<file path="src/rtl/touch_gesture_classifier_assert.svh">
// ----------------------------------------------------------------------------
// Touch gesture classifier assertion macros
// Shared concurrent assertion helpers, clocked on clk_i, off during reset.
// ----------------------------------------------------------------------------
`ifndef TOUCH_GESTURE_CLASSIFIER_ASSERT_SVH
`define TOUCH_GESTURE_CLASSIFIER_ASSERT_SVH

// Property must hold at every clock edge outside reset.
`define TGC_ASSERT(lbl, prop, msg) \
  lbl: assert property (@(posedge clk_i) disable iff (!rst_ni) (prop)) else $error(msg);

// Condition must never be seen at a clock edge outside reset.
`define TGC_ASSERT_NEVER(lbl, cond, msg) \
  `TGC_ASSERT(lbl, !(cond), msg)

`endif

</file>
<file path="src/rtl/tgc_pkg.sv">
// ----------------------------------------------------------------------------
// tgc_pkg
// Shared types and constants of the touch gesture classifier.
// ----------------------------------------------------------------------------
package tgc_pkg;

  localparam int unsigned CoordBits = 16;
  localparam int unsigned TimeBits  = 32;

  localparam int unsigned CfgW    = 16;
  localparam int unsigned CfgIdxW = 3;

  // register indexes
  localparam logic [CfgIdxW-1:0] CfgIdxTapDist  = 3'd0;
  localparam logic [CfgIdxW-1:0] CfgIdxTapTime  = 3'd1;
  localparam logic [CfgIdxW-1:0] CfgIdxSwipeTime = 3'd2;
  localparam logic [CfgIdxW-1:0] CfgIdxHoldTime = 3'd3;

  // register reset values
  localparam logic [CfgW-1:0] TapDistRst   = 16'd3277;  // ~0.05 of screen
  localparam logic [CfgW-1:0] TapTimeRst   = 16'd300;
  localparam logic [CfgW-1:0] SwipeTimeRst = 16'd500;
  localparam logic [CfgW-1:0] HoldTimeRst  = 16'd500;

  typedef enum logic [1:0] {
    FUNC_DOWN   = 2'd0,
    FUNC_MOTION = 2'd1,
    FUNC_UP     = 2'd2,
    FUNC_TICK   = 2'd3
  } tgc_func_e;

  typedef enum logic [2:0] {
    GEST_NONE  = 3'd0,
    GEST_TAP   = 3'd1,
    GEST_LONG  = 3'd2,
    GEST_UP    = 3'd3,
    GEST_DOWN  = 3'd4,
    GEST_LEFT  = 3'd5,
    GEST_RIGHT = 3'd6
  } tgc_gesture_e;

  typedef struct packed {
    logic [CfgW-1:0] tap_radius;
    logic [CfgW-1:0] tap_limit_ms;
    logic [CfgW-1:0] swipe_limit_ms;
    logic [CfgW-1:0] hold_limit_ms;
  } tgc_cfg_t;

endpackage

</file>
<file path="src/rtl/tgc_cfg_regs.sv">
// ----------------------------------------------------------------------------
// tgc_cfg_regs
// Configuration register file, one write beat per cycle.
// ----------------------------------------------------------------------------
module tgc_cfg_regs (
  input  logic                          clk_i,
  input  logic                          rst_ni,
  input  logic                          wr_en_i,
  input  logic [tgc_pkg::CfgIdxW-1:0]   wr_idx_i,
  input  logic [tgc_pkg::CfgW-1:0]      wr_data_i,
  output tgc_pkg::tgc_cfg_t             cfg_o
);

  tgc_pkg::tgc_cfg_t cfg_q, cfg_d;

  always_comb begin
    cfg_d = cfg_q;
    if (wr_en_i) begin
      unique case (wr_idx_i)
        tgc_pkg::CfgIdxTapDist:   cfg_d.tap_radius     = wr_data_i;
        tgc_pkg::CfgIdxTapTime:   cfg_d.tap_limit_ms   = wr_data_i;
        tgc_pkg::CfgIdxSwipeTime: cfg_d.swipe_limit_ms = wr_data_i;
        tgc_pkg::CfgIdxHoldTime:  cfg_d.hold_limit_ms  = wr_data_i;
        default: ;  // unmapped index, dropped
      endcase
    end
  end

  always_ff @(posedge clk_i or negedge rst_ni) begin
    if (!rst_ni) begin
      cfg_q.tap_radius     <= tgc_pkg::TapDistRst;
      cfg_q.tap_limit_ms   <= tgc_pkg::TapTimeRst;
      cfg_q.swipe_limit_ms <= tgc_pkg::SwipeTimeRst;
      cfg_q.hold_limit_ms  <= tgc_pkg::HoldTimeRst;
    end else begin
      cfg_q <= cfg_d;
    end
  end

  assign cfg_o = cfg_q;

endmodule

</file>
<file path="src/rtl/tgc_classify.sv">
// ----------------------------------------------------------------------------
// tgc_classify
// Single-pass event evaluation: next touch state and the gesture code.
// ----------------------------------------------------------------------------
module tgc_classify #(
  parameter int unsigned COORD_BITS = tgc_pkg::CoordBits,
  parameter int unsigned TIME_BITS  = tgc_pkg::TimeBits
) (
  input  tgc_pkg::tgc_cfg_t         cfg_i,
  input  logic [1:0]                func_i,
  input  logic [COORD_BITS-1:0]     x_i,
  input  logic [COORD_BITS-1:0]     y_i,
  input  logic [TIME_BITS-1:0]      now_i,
  // current state
  input  logic                      touching_i,
  input  logic                      hold_i,
  input  logic [COORD_BITS-1:0]     origin_x_i,
  input  logic [COORD_BITS-1:0]     origin_y_i,
  input  logic [COORD_BITS-1:0]     recent_x_i,
  input  logic [COORD_BITS-1:0]     recent_y_i,
  input  logic [TIME_BITS-1:0]      press_time_i,
  input  logic [TIME_BITS-1:0]      recent_time_i,
  // next state
  output logic                      touching_o,
  output logic                      hold_o,
  output logic [COORD_BITS-1:0]     origin_x_o,
  output logic [COORD_BITS-1:0]     origin_y_o,
  output logic [COORD_BITS-1:0]     recent_x_o,
  output logic [COORD_BITS-1:0]     recent_y_o,
  output logic [TIME_BITS-1:0]      press_time_o,
  output logic [TIME_BITS-1:0]      recent_time_o,
  output tgc_pkg::tgc_gesture_e     gesture_o
);

  localparam int unsigned SqW   = 2 * COORD_BITS;
  localparam int unsigned SumW  = (SqW + 1 > 2 * tgc_pkg::CfgW) ? SqW + 1 : 2 * tgc_pkg::CfgW;
  localparam int unsigned CmpW  = (COORD_BITS > tgc_pkg::CfgW) ? COORD_BITS : tgc_pkg::CfgW;

  tgc_pkg::tgc_func_e func;
  logic                  is_motion;
  logic [COORD_BITS-1:0] cur_x, cur_y;
  logic signed [COORD_BITS:0] dx, dy, dx_neg, dy_neg;
  logic [COORD_BITS-1:0] ax, ay;
  logic [SqW-1:0]        ax_sq, ay_sq;
  logic [2*tgc_pkg::CfgW-1:0] td_sq;
  logic [SumW-1:0]       dist_sq;
  logic                  near_origin;
  logic [TIME_BITS-1:0]  hold_el, dur;
  logic                  hold_fire;
  logic                  in_box;
  tgc_pkg::tgc_gesture_e up_gest;

  assign func      = tgc_pkg::tgc_func_e'(func_i);
  assign is_motion = (func == tgc_pkg::FUNC_MOTION);

  // a motion beat is tested at its own position
  assign cur_x = is_motion ? x_i : recent_x_i;
  assign cur_y = is_motion ? y_i : recent_y_i;

  assign dx     = $signed({1'b0, cur_x}) - $signed({1'b0, origin_x_i});
  assign dy     = $signed({1'b0, cur_y}) - $signed({1'b0, origin_y_i});
  assign dx_neg = -dx;
  assign dy_neg = -dy;
  assign ax     = dx[COORD_BITS] ? dx_neg[COORD_BITS-1:0] : dx[COORD_BITS-1:0];
  assign ay     = dy[COORD_BITS] ? dy_neg[COORD_BITS-1:0] : dy[COORD_BITS-1:0];

  assign ax_sq   = SqW'(ax) * SqW'(ax);
  assign ay_sq   = SqW'(ay) * SqW'(ay);
  assign td_sq   = (2*tgc_pkg::CfgW)'(cfg_i.tap_radius) *
                   (2*tgc_pkg::CfgW)'(cfg_i.tap_radius);
  assign dist_sq = SumW'(ax_sq) + SumW'(ay_sq);
  assign near_origin = dist_sq < SumW'(td_sq);

  // wrapping time differences
  assign hold_el = now_i - press_time_i;
  assign dur     = recent_time_i - press_time_i;

  assign hold_fire = touching_i && !hold_i && near_origin &&
                     (32'(hold_el) > 32'(cfg_i.hold_limit_ms));

  assign in_box = (CmpW'(ax) < CmpW'(cfg_i.tap_radius)) &&
                  (CmpW'(ay) < CmpW'(cfg_i.tap_radius));

  always_comb begin
    if (in_box) begin
      up_gest = (32'(dur) < 32'(cfg_i.tap_limit_ms)) ? tgc_pkg::GEST_TAP
                                                     : tgc_pkg::GEST_NONE;
    end else if (32'(dur) >= 32'(cfg_i.swipe_limit_ms)) begin
      up_gest = tgc_pkg::GEST_NONE;
    end else if (ax > ay) begin
      up_gest = (!dx[COORD_BITS] && (dx != '0)) ? tgc_pkg::GEST_RIGHT
                                                : tgc_pkg::GEST_LEFT;
    end else begin
      up_gest = dy[COORD_BITS] ? tgc_pkg::GEST_UP : tgc_pkg::GEST_DOWN;
    end
  end

  always_comb begin
    touching_o    = touching_i;
    hold_o        = hold_i;
    origin_x_o    = origin_x_i;
    origin_y_o    = origin_y_i;
    recent_x_o    = recent_x_i;
    recent_y_o    = recent_y_i;
    press_time_o  = press_time_i;
    recent_time_o = recent_time_i;
    gesture_o     = tgc_pkg::GEST_NONE;
    unique case (func)
      tgc_pkg::FUNC_DOWN: begin
        touching_o    = 1'b1;
        hold_o        = 1'b0;
        origin_x_o    = x_i;
        origin_y_o    = y_i;
        recent_x_o    = x_i;
        recent_y_o    = y_i;
        press_time_o  = now_i;
        recent_time_o = now_i;
      end
      tgc_pkg::FUNC_MOTION: begin
        if (touching_i) begin
          recent_x_o    = x_i;
          recent_y_o    = y_i;
          recent_time_o = now_i;
        end
        if (hold_fire) begin
          hold_o    = 1'b1;
          gesture_o = tgc_pkg::GEST_LONG;
        end
      end
      tgc_pkg::FUNC_UP: begin
        if (touching_i) begin
          touching_o = 1'b0;
          if (!hold_i) gesture_o = up_gest;
        end
      end
      tgc_pkg::FUNC_TICK: begin
        if (hold_fire) begin
          hold_o    = 1'b1;
          gesture_o = tgc_pkg::GEST_LONG;
        end
      end
      default: ;
    endcase
  end

endmodule

</file>
<file path="src/rtl/touch_gesture_classifier.sv">
// ----------------------------------------------------------------------------
// touch_gesture_classifier
// Tap / long-press / four-way swipe detector over a stream of touch events.
//
//   channel  | handshake               | payload
//   ---------+-------------------------+-------------------------------------
//   event in | in_valid_i / in_ready_o | func_i, touch_x_i, touch_y_i, now_ms_i
//   result   | out_valid_o/ out_ready_i| gesture_o
//   config   | cfg_valid_i/ cfg_ready_o| cfg_index_i, cfg_value_i
//
// One event per clock sustained while the result channel is not stalled; a
// result passes through the input register, then the result register.
// The touch state feedback (squares, compare, state update) is combinational
// between the input register and the result register.
// A stalled result register holds the input register, which then holds the
// event channel; config is always ready.
// Async active-low reset: not touching, config at default values.
// ----------------------------------------------------------------------------
`include "touch_gesture_classifier_assert.svh"

module touch_gesture_classifier #(
  parameter int unsigned COORD_BITS = tgc_pkg::CoordBits,
  parameter int unsigned TIME_BITS  = tgc_pkg::TimeBits
) (
  input  logic                          clk_i,
  input  logic                          rst_ni,
  // event beats
  input  logic                          in_valid_i,
  output logic                          in_ready_o,
  input  logic [1:0]                    func_i,
  input  logic [COORD_BITS-1:0]         touch_x_i,
  input  logic [COORD_BITS-1:0]         touch_y_i,
  input  logic [TIME_BITS-1:0]          now_ms_i,
  // result beats
  output logic                          out_valid_o,
  input  logic                          out_ready_i,
  output logic [2:0]                    gesture_o,
  // register writes
  input  logic                          cfg_valid_i,
  output logic                          cfg_ready_o,
  input  logic [tgc_pkg::CfgIdxW-1:0]   cfg_index_i,
  input  logic [tgc_pkg::CfgW-1:0]      cfg_value_i
);

  tgc_pkg::tgc_cfg_t cfg;

  // input register
  logic                  in_valid_q;
  logic [1:0]            func_q;
  logic [COORD_BITS-1:0] x_q, y_q;
  logic [TIME_BITS-1:0]  now_q;

  // touch state
  logic                  touching_q, touching_d;
  logic                  hold_q, hold_d;
  logic [COORD_BITS-1:0] origin_x_q, origin_x_d, origin_y_q, origin_y_d;
  logic [COORD_BITS-1:0] recent_x_q, recent_x_d, recent_y_q, recent_y_d;
  logic [TIME_BITS-1:0]  press_time_q, press_time_d;
  logic [TIME_BITS-1:0]  recent_time_q, recent_time_d;

  // result register
  logic                  out_valid_q;
  tgc_pkg::tgc_gesture_e gesture_q, gesture_d;

  logic advance;  // result register free to take the staged beat
  logic process;  // staged beat evaluated this cycle

  assign cfg_ready_o = 1'b1;

  tgc_cfg_regs u_cfg (
    .clk_i     (clk_i),
    .rst_ni    (rst_ni),
    .wr_en_i   (cfg_valid_i),
    .wr_idx_i  (cfg_index_i),
    .wr_data_i (cfg_value_i),
    .cfg_o     (cfg)
  );

  assign advance    = !out_valid_q || out_ready_i;
  assign process    = in_valid_q && advance;
  assign in_ready_o = !in_valid_q || advance;

  tgc_classify #(
    .COORD_BITS (COORD_BITS),
    .TIME_BITS  (TIME_BITS)
  ) u_classify (
    .cfg_i         (cfg),
    .func_i        (func_q),
    .x_i           (x_q),
    .y_i           (y_q),
    .now_i         (now_q),
    .touching_i    (touching_q),
    .hold_i        (hold_q),
    .origin_x_i    (origin_x_q),
    .origin_y_i    (origin_y_q),
    .recent_x_i    (recent_x_q),
    .recent_y_i    (recent_y_q),
    .press_time_i  (press_time_q),
    .recent_time_i (recent_time_q),
    .touching_o    (touching_d),
    .hold_o        (hold_d),
    .origin_x_o    (origin_x_d),
    .origin_y_o    (origin_y_d),
    .recent_x_o    (recent_x_d),
    .recent_y_o    (recent_y_d),
    .press_time_o  (press_time_d),
    .recent_time_o (recent_time_d),
    .gesture_o     (gesture_d)
  );

  // input register: takes a beat when empty or whenever the staged one moves on
  always_ff @(posedge clk_i or negedge rst_ni) begin
    if (!rst_ni) begin
      in_valid_q <= 1'b0;
    end else if (in_ready_o) begin
      in_valid_q <= in_valid_i;
    end
  end

  always_ff @(posedge clk_i) begin
    if (in_ready_o && in_valid_i) begin
      func_q <= func_i;
      x_q    <= touch_x_i;
      y_q    <= touch_y_i;
      now_q  <= now_ms_i;
    end
  end

  // touch state, updated once per evaluated beat
  always_ff @(posedge clk_i or negedge rst_ni) begin
    if (!rst_ni) begin
      touching_q    <= 1'b0;
      hold_q        <= 1'b0;
      origin_x_q    <= '0;
      origin_y_q    <= '0;
      recent_x_q    <= '0;
      recent_y_q    <= '0;
      press_time_q  <= '0;
      recent_time_q <= '0;
    end else if (process) begin
      touching_q    <= touching_d;
      hold_q        <= hold_d;
      origin_x_q    <= origin_x_d;
      origin_y_q    <= origin_y_d;
      recent_x_q    <= recent_x_d;
      recent_y_q    <= recent_y_d;
      press_time_q  <= press_time_d;
      recent_time_q <= recent_time_d;
    end
  end

  // result register
  always_ff @(posedge clk_i or negedge rst_ni) begin
    if (!rst_ni) begin
      out_valid_q <= 1'b0;
    end else if (advance) begin
      out_valid_q <= in_valid_q;
    end
  end

  always_ff @(posedge clk_i) begin
    if (process) begin
      gesture_q <= gesture_d;
    end
  end

  assign out_valid_o = out_valid_q;
  assign gesture_o   = gesture_q;

  // every evaluated beat lands in the result register
  `TGC_ASSERT(a_process_fills_result, process |=> out_valid_q,
              "evaluated beat did not reach the result register")

  // long press flag only sets together with a long-press result
  `TGC_ASSERT(a_hold_with_long, $rose(hold_q) |-> (out_valid_q &&
              (gesture_q == tgc_pkg::GEST_LONG)),
              "long-press flag set without a long-press result")

  // tap and swipe results end the touch
  `TGC_ASSERT_NEVER(a_tap_swipe_ends_touch, process &&
                    (gesture_d != tgc_pkg::GEST_NONE) &&
                    (gesture_d != tgc_pkg::GEST_LONG) && touching_d,
                    "tap or swipe reported while touch stays active")

endmodule
</file>
<file path="config.mk">
export PLATFORM = sky130hd
export DESIGN_NAME = touch_gesture_classifier
export DESIGN_NICKNAME = d
export VERILOG_FILES = /design/src/rtl/tgc_pkg.sv /design/src/rtl/tgc_cfg_regs.sv /design/src/rtl/tgc_classify.sv /design/src/rtl/touch_gesture_classifier.sv
export VERILOG_INCLUDE_DIRS = /design/src /design/src/rtl
export SDC_FILE = /design/constraint.sdc
export NUM_CORES = 2
export LEC_CHECK = 0
export BUFFER_PORTS_ARGS = -buffer_cell sky130_fd_sc_hd__buf_2
export CAP_MARGIN = 20
export CORE_ASPECT_RATIO = 1.5
export CORE_MARGIN = 2
export CORE_UTILIZATION = 45
export CTS_CLUSTER_DIAMETER = 50
export CTS_CLUSTER_SIZE = 40
export DETAILED_ROUTE_END_ITERATION = 10
export SLEW_MARGIN = 10
export SYNTH_ARGS = -nofsm -noshare
export SYNTH_HDL_FRONTEND = slang
export SYNTH_SLANG_ARGS = --single-unit
</file>
<file path="constraint.sdc">
create_clock -name clk_i -period 25.8 [get_ports clk_i]
set_clock_uncertainty 0.2 [all_clocks]
set_input_delay 3.87 -clock clk_i [delete_from_list [all_inputs] [get_ports clk_i]]
set_output_delay 3.87 -clock clk_i [all_outputs]
set_load 0.05 [all_outputs]
</file>
* Word-level counts from Yosys, hierarchy flattened
Index checks and enable logic that the tools add are counted.
** Storage, ports and cells
- Bits in registers :: 265
- Bits of input ports :: 90
- Logic and storage cells :: 95
** Cells by class
- Add/subtract/negate cells :: 7
- Multiply operators :: 3
- $lt $le $gt $ge :: 7
- Equality and inequality tests :: 8
- Muxes and demuxes :: 23
- Reductions and logical operators :: 28
** Operators with widths (number)
- $mul A16 B16 Y32 :: 3
- $mux W16 :: 6
- $pmux W16 S2 :: 2
- $pmux W32 S2 :: 1
- $sub A32 B32 Y32 :: 2
- $sub A16 B16 Y17 :: 2
- $add A32 B32 Y33 :: 1
- $lt A33 B32 Y1 :: 1
- $ge A32 B16 Y1 :: 1
- $gt A32 B16 Y1 :: 1
- $lt A16 B16 Y1 :: 2
- $lt A32 B16 Y1 :: 1
- $mux W32 :: 1
- $neg A16 Y16 :: 2
- $mux W3 :: 6
- $reduce_bool A17 Y1 :: 1
- $gt A16 B16 Y1 :: 1
- $reduce_and A2 Y1 :: 6
- $logic_and A1 B1 Y1 :: 7
- $eq A3 B2 Y1 const B :: 2
- $pmux W3 S2 :: 1
- $reduce_and A3 Y1 :: 2
- $reduce_bool A2 Y1 :: 3
- $eq A2 B2 Y1 const B :: 2
- 12 further kinds :: 19

* Depth between registers and ports, before layout
- Depth in word-level cells :: 12
- Mapped depth :: 57

* Cells and area by module
Synthesis repeated with hierarchy kept, for this count alone.
** Second synthesis, totals
- Cell total of the unflattened synthesis :: 4364
- Area, all modules :: 41897.7 um2
** Modules (own cells, without submodules)
- tgc_classify :: instances 1, cells each 3872, area an instance 32044.5 um2, sequential area each 0.0 um2
- touch_gesture_classifier :: instances 1, cells each 354, area an instance 7377.1 um2, sequential area each 5375.2 um2
- tgc_cfg_regs :: instances 1, cells each 138, area an instance 2476.1 um2, sequential area each 1630.3 um2

* Least setup slack after synthesis
OpenSTA, ideal clock, no wires.
- Path kind :: register to register
- Start point :: reg func_q[0]
- End point :: reg hold_q
- Setup time :: 82 ps
- Arrival time :: 12245 ps
- Required time :: 25518 ps
- Slack :: 13273 ps
- Stages on the path, launching flop included :: 54
- Path buffers :: 4
- Cells stage by stage :: edfxtp_1 nor2b_1 clkbuf_1 clkbuf_1 mux2i_1 ha_1 fa_1 nand2b_1 a21boi_1 o21a_1 o2111ai_1 a31oi_1 o21a_1 o211a_1 or2_2 buf_2 nor2_1 xor2_1 [... 18 more ...] and3_1 or4b_2 a21boi_0 a221oi_1 o21a_1 o21bai_1 a21oi_1 xnor2_1 ha_1 nand4_1 nor3_1 a2111oi_0 a31o_2 o211ai_1 nor3b_1 mux2i_1 a21o_1 o22ai_1
** On the way
- Cells in the longest elaborated chain, start to end :: 12
** Ends and longest elaborated chain
- from (decl) :: line touch_gesture_classifier.sv:49 : logic [1:0] func_q;
- from (signal assigned) :: line touch_gesture_classifier.sv:122 : func_q <= func_i;
- $eq A2 B1 Y1 :: line tgc_classify.sv:54, tgc_classify.sv:108
- $mux W16, on equally long branches :: line tgc_classify.sv:57, tgc_classify.sv:58
- $sub A16 B16 Y17, on equally long branches :: line tgc_classify.sv:60, tgc_classify.sv:61
- $neg A16 Y16, on equally long branches :: line tgc_classify.sv:62, tgc_classify.sv:63
- $mux W16, on equally long branches :: line tgc_classify.sv:64, tgc_classify.sv:65
- $mul A16 B16 Y32, on equally long branches :: line tgc_classify.sv:67, tgc_classify.sv:68
- $add A32 B32 Y33 :: line tgc_classify.sv:71 : assign dist_sq = SumW'(ax_sq) + SumW'(ay_sq);
- $lt A33 B32 Y1 :: line tgc_classify.sv:72 : assign near_origin = dist_sq < SumW'(td_sq);
- $logic_and A1 B1 Y1 (2 in a row) :: line tgc_classify.sv:78 : assign hold_fire = touching_i && !hold_i && near_origin &&
- $ne A2 B1 Y1 (no line)
- $reduce_and A3 Y1 (no line)
- to (signal assigned) :: line touch_gesture_classifier.sv:142 : hold_q <= hold_d;
- to (decl) :: line touch_gesture_classifier.sv:55 : logic hold_q, hold_d;
Several ways; a longest one is shown, not always the timed one.
A chain may end at the register's enable or synchronous reset.

* Worst setup path in the final report
Ends and elaborated chain as after synthesis.

==> run summary <==
OUTCOME
-----------------------------------------------------------------------------------------
Result of the run .......................................................... finished clean

FLOORPLANNING
-----------------------------------------------------------------------------------------
Core ar. ...................................................................    88700 µm²
Width of the die ...........................................................       248 µm
Height of the die ..........................................................       370 µm
Io pins ....................................................................           96
Floorplan die area .........................................................    91800 µm²
Cell row count .............................................................          134
Starting density of the core ...............................................        45.3%

CELLS AND AREA
-----------------------------------------------------------------------------------------
Most frequent cells in the layout .......................................... sky130_fd_sc_hd__inv_1, sky130_fd_sc_hd__fa_1, sky130_fd_sc_hd__ha_1
Flip-flop and latch area ...................................................     7010 µm²
Number of inserted filler cells in the final layout ........................         8526
Leading cell type in the layout, fill and taps excluded .................... sky130_fd_sc_hd__inv_1
Post-synthesis to final-layout area growth .................................        6.64%
Share of layout cells above drive strength 1 ...............................        8.50%
Multi-input logic area .....................................................    29300 µm²
Post-layout net count ......................................................         5542

CRITICAL PATH
-----------------------------------------------------------------------------------------
Critical Path End Type .....................................................    flip-flop
WS Path Type ............................................................... flip-flop to flip-flop
Worst Path Max Fanout ......................................................           32
Critical-path cell with the highest stage delay ............................ sky130_fd_sc_hd__nor2_1
Critical Path Source Type ..................................................    flip-flop
Critical path data arrival time ............................................     14560 ps
Peak per-stage delay on the critical path ..................................       700 ps
Cell occurring most often along the worst timing path ...................... sky130_fd_sc_hd__fa_1
Worst Path Required ........................................................     26070 ps

CTS
-----------------------------------------------------------------------------------------
Clock tree root buffer cell ................................................ sky130_fd_sc_hd__clkbuf_16
Clock network latency to the later pin of the worst-skew pair ..............       560 ps
Clock tree sinks ...........................................................          265
Maximum level of the CTS H-tree ............................................            1
Maximum count of clock buffers along a single path .........................            3
CTS tree ...................................................................          yes
Total CTS buffers ..........................................................           22
Total setup buffers inserted after CTS .....................................            0
Clock-pin slew of the registers on the worst-case setup and hold paths .....        90 ps
Post-cts gate resize count .................................................            0
Number of hold buffers added after CTS .....................................            0

YOSYS
-----------------------------------------------------------------------------------------
Synthesized area ...........................................................    40200 µm²
Proportion of register bits with asynchronous set or reset after synthesis .        74.0%
Post-synth EDFFs ...........................................................           69
Number of standard cells after synthesis ...................................         4342
Number of different library cells in the post-synthesis netlist ............           90
Top cells by area in the synthesized netlist ............................... sky130_fd_sc_hd__fa_1, sky130_fd_sc_hd__ha_1, sky130_fd_sc_hd__dfrtp_1, sky130_fd_sc_hd__inv_1, sky130_fd_sc_hd__edfxtp_1
Commonest register cell after synthesis .................................... sky130_fd_sc_hd__dfrtp_1
Synth Warn # ...............................................................            0
Share of synthesized area occupied by flip-flops and latches ...............        17.4%
Biggest area consumer among synthesized cells .............................. sky130_fd_sc_hd__fa_1
Synthesized area per cell ..................................................     9.26 µm²
Number of synthesized register bits ........................................          265
Area fraction of the dominant cell type after synthesis ....................        27.7%
Synth Net Count ............................................................         5501

TIMING
-----------------------------------------------------------------------------------------
Time the final worst path needs with I/O delays and setup ..................     14290 ps
Setup-violating endpoint count in the final report .........................            0
Max-slew violations ........................................................            0
Fmax .......................................................................   0.0700 GHz
Fin crit share .............................................................        55.4%
Final total negative setup slack ...........................................         0 ps
Slew of the pin with the lowest slew margin ................................       974 ps
Rel. slew slack ............................................................        35.1%
Setup repair after global routing missed its margin ........................        false
Number of failing hold endpoints at the final stage ........................            0

PLACED DESIGN
-----------------------------------------------------------------------------------------
IO Port Bufs ...............................................................           94
Global placer's final weighted congestion ..................................        0.942
Post-DP HPWL ...............................................................      87.9 mm

DETAILED ROUTING
-----------------------------------------------------------------------------------------
Via-to-Cell Ratio ..........................................................         5.37
WL/cell ....................................................................      19.1 µm
Iter 0 DRT Violations ......................................................         1330
Drc violations .............................................................            0
Via count of the routed design .............................................        29800
Post-route ant nets ........................................................            0
DR pass1 iterations ........................................................            6
Post-Route WL ..............................................................       106 mm

GRT
-----------------------------------------------------------------------------------------
Global-route wire length before repair .....................................       170 mm
Global-route total usage across every layer ................................        24.0%
Aggregate global routing overflow ..........................................            0
Vias in the first global route .............................................        32100
Pin count of the biggest net entering global routing .......................           86
Initial antenna violation count ............................................            3

FLOW RUN
-----------------------------------------------------------------------------------------
Max-cap viol count .........................................................            0

WORST HOLD PATH
-----------------------------------------------------------------------------------------
Worst min-delay path class ................................................. flip-flop to flip-flop

[flip-flops by register name, summed over array words and instances (netlist names), 2 cells and up]
register,cells
recent_y_q,16
press_time_q,32
x_q,16
func_q,2
now_q,32
u_cfg.cfg_o,64
y_q,16
recent_time_q,32
origin_x_q,16
origin_y_q,16
gesture_o,3
recent_x_q,16
[worst max-delay path, delay by kind of cell, from the launching register on]
family / cells / cell delay [ps]
adder cells (fa/ha/maj): 11 / 5000
AO/OA/AOI/OAI: 15 / 3340
AND/OR/NAND/NOR: 9 / 2730
buffers and inverters: 8 / 1330
XOR/XNOR: 2 / 620
multiplexers: 2 / 490
flip-flops: 1 / 450
[metal layers]
| layer | global-route usage, % | vias to the layer above | share of wire [%] |
|---|---|---|---|
| li1 | - | 14000 | - |
| met1 | 26.6 | 14800 | 37 |
| met2 | 44.7 | 685 | 53 |
| met3 | 1.60 | 284 | 3.1 |
| met4 | 14.3 | 2 | 7.0 |
| met5 | 0 | - | 0.012 |
[path summary, 6_finish.rpt]
check,from,endpoint,slack (ps),depth (start not counted)
setup / recovery,func_q[0]$_DFFE_PP_,hold_q$_DFFE_PN0P_,11510,47
hold / removal,recent_time_q[0]$_DFFE_PN0P_,recent_time_q[0]$_DFFE_PN0P_,290,2
max in group asynchronous,rst_ni,recent_time_q[15]$_DFFE_PN0P_,20170,3
hold reg to reg,recent_time_q[0]$_DFFE_PN0P_,recent_time_q[0]$_DFFE_PN0P_,290,2
min in group asynchronous,rst_ni,origin_y_q[2]$_DFFE_PN0P_,3130,1
setup reg to reg,func_q[0]$_DFFE_PP_,hold_q$_DFFE_PN0P_,11510,47
[cells by family after synthesis]
group                      Yosys count  synth area share [%]
adders and majority gates         1069                  43.7
buffers and inverters             1034                  9.73
and+or+nand+nor                   1022                  11.4
AOI/OAI and AO/OA                  674                  10.8
DFF                                265                  17.4
xor gates and xnor gates           152                  3.41
muxes                              125                  3.48
other                                1               0.00933
[cell usage after synthesis (7+ instances only)]
cell / instances
sky130_fd_sc_hd__o211ai_1: 20
sky130_fd_sc_hd__a211oi_1: 22
sky130_fd_sc_hd__o21ai_0: 203
sky130_fd_sc_hd__a21boi_0: 11
sky130_fd_sc_hd__a21o_1: 75
sky130_fd_sc_hd__inv_1: 897
sky130_fd_sc_hd__o2111ai_1: 11
sky130_fd_sc_hd__buf_2: 18
sky130_fd_sc_hd__a21oi_1: 153
sky130_fd_sc_hd__xor2_1: 62
sky130_fd_sc_hd__or2_2: 11
sky130_fd_sc_hd__mux2_2: 119
sky130_fd_sc_hd__dfstp_2: 23
sky130_fd_sc_hd__edfxtp_1: 69
sky130_fd_sc_hd__o21bai_1: 15
sky130_fd_sc_hd__clkinv_1: 17
sky130_fd_sc_hd__xnor2_1: 85
sky130_fd_sc_hd__nand3b_1: 8
sky130_fd_sc_hd__a2111oi_0: 12
sky130_fd_sc_hd__nor2b_1: 30
sky130_fd_sc_hd__dfrtp_1: 173
sky130_fd_sc_hd__or3_1: 17
sky130_fd_sc_hd__fa_1: 556
sky130_fd_sc_hd__and3_1: 18
sky130_fd_sc_hd__nand2b_1: 40
sky130_fd_sc_hd__nor4_1: 8
sky130_fd_sc_hd__o21a_1: 46
sky130_fd_sc_hd__o31ai_1: 13
sky130_fd_sc_hd__nor3b_1: 11
sky130_fd_sc_hd__o41ai_1: 7
sky130_fd_sc_hd__a31o_2: 7
sky130_fd_sc_hd__clkbuf_1: 90
sky130_fd_sc_hd__nor3_1: 43
sky130_fd_sc_hd__a31oi_1: 16
sky130_fd_sc_hd__and2_1: 33
sky130_fd_sc_hd__nand2_1: 370
sky130_fd_sc_hd__nor2_1: 339
sky130_fd_sc_hd__ha_1: 513
sky130_fd_sc_hd__nand3_1: 37
sky130_fd_sc_hd__nand4_1: 31
[through the flow]
step	utilization, %	cells	instance area, µm²	hold WS (ps)	setup WS, ps
6_report	48.3	5556	42900	295	11510
2_1_floorplan	-	4342	40200	250	13270
4_1_cts	48.3	5555	42900	296	11580
3_5_place_dp	47.3	5515	42000	275	11620
3_3_place_gp	47.3	5515	42000	266	11970
5_1_grt	48.3	5556	42900	317	10700
[area by class of cell]
cell class                      count  area share (%)
Tap cell                         1156            3.38
Clock buffer                       24            1.35
Timing Repair Buffer              131            1.77
Sequential cell                   265            16.3
Clock inverter                     16           0.724
Antenna cell                        1         0.00584
Inverter                          920            8.06
Multi-Input combinational cell   3043            68.4
Power is not shown: default switching activity piles up to over one toggle a cycle in this logic, so the estimate is an artifact.
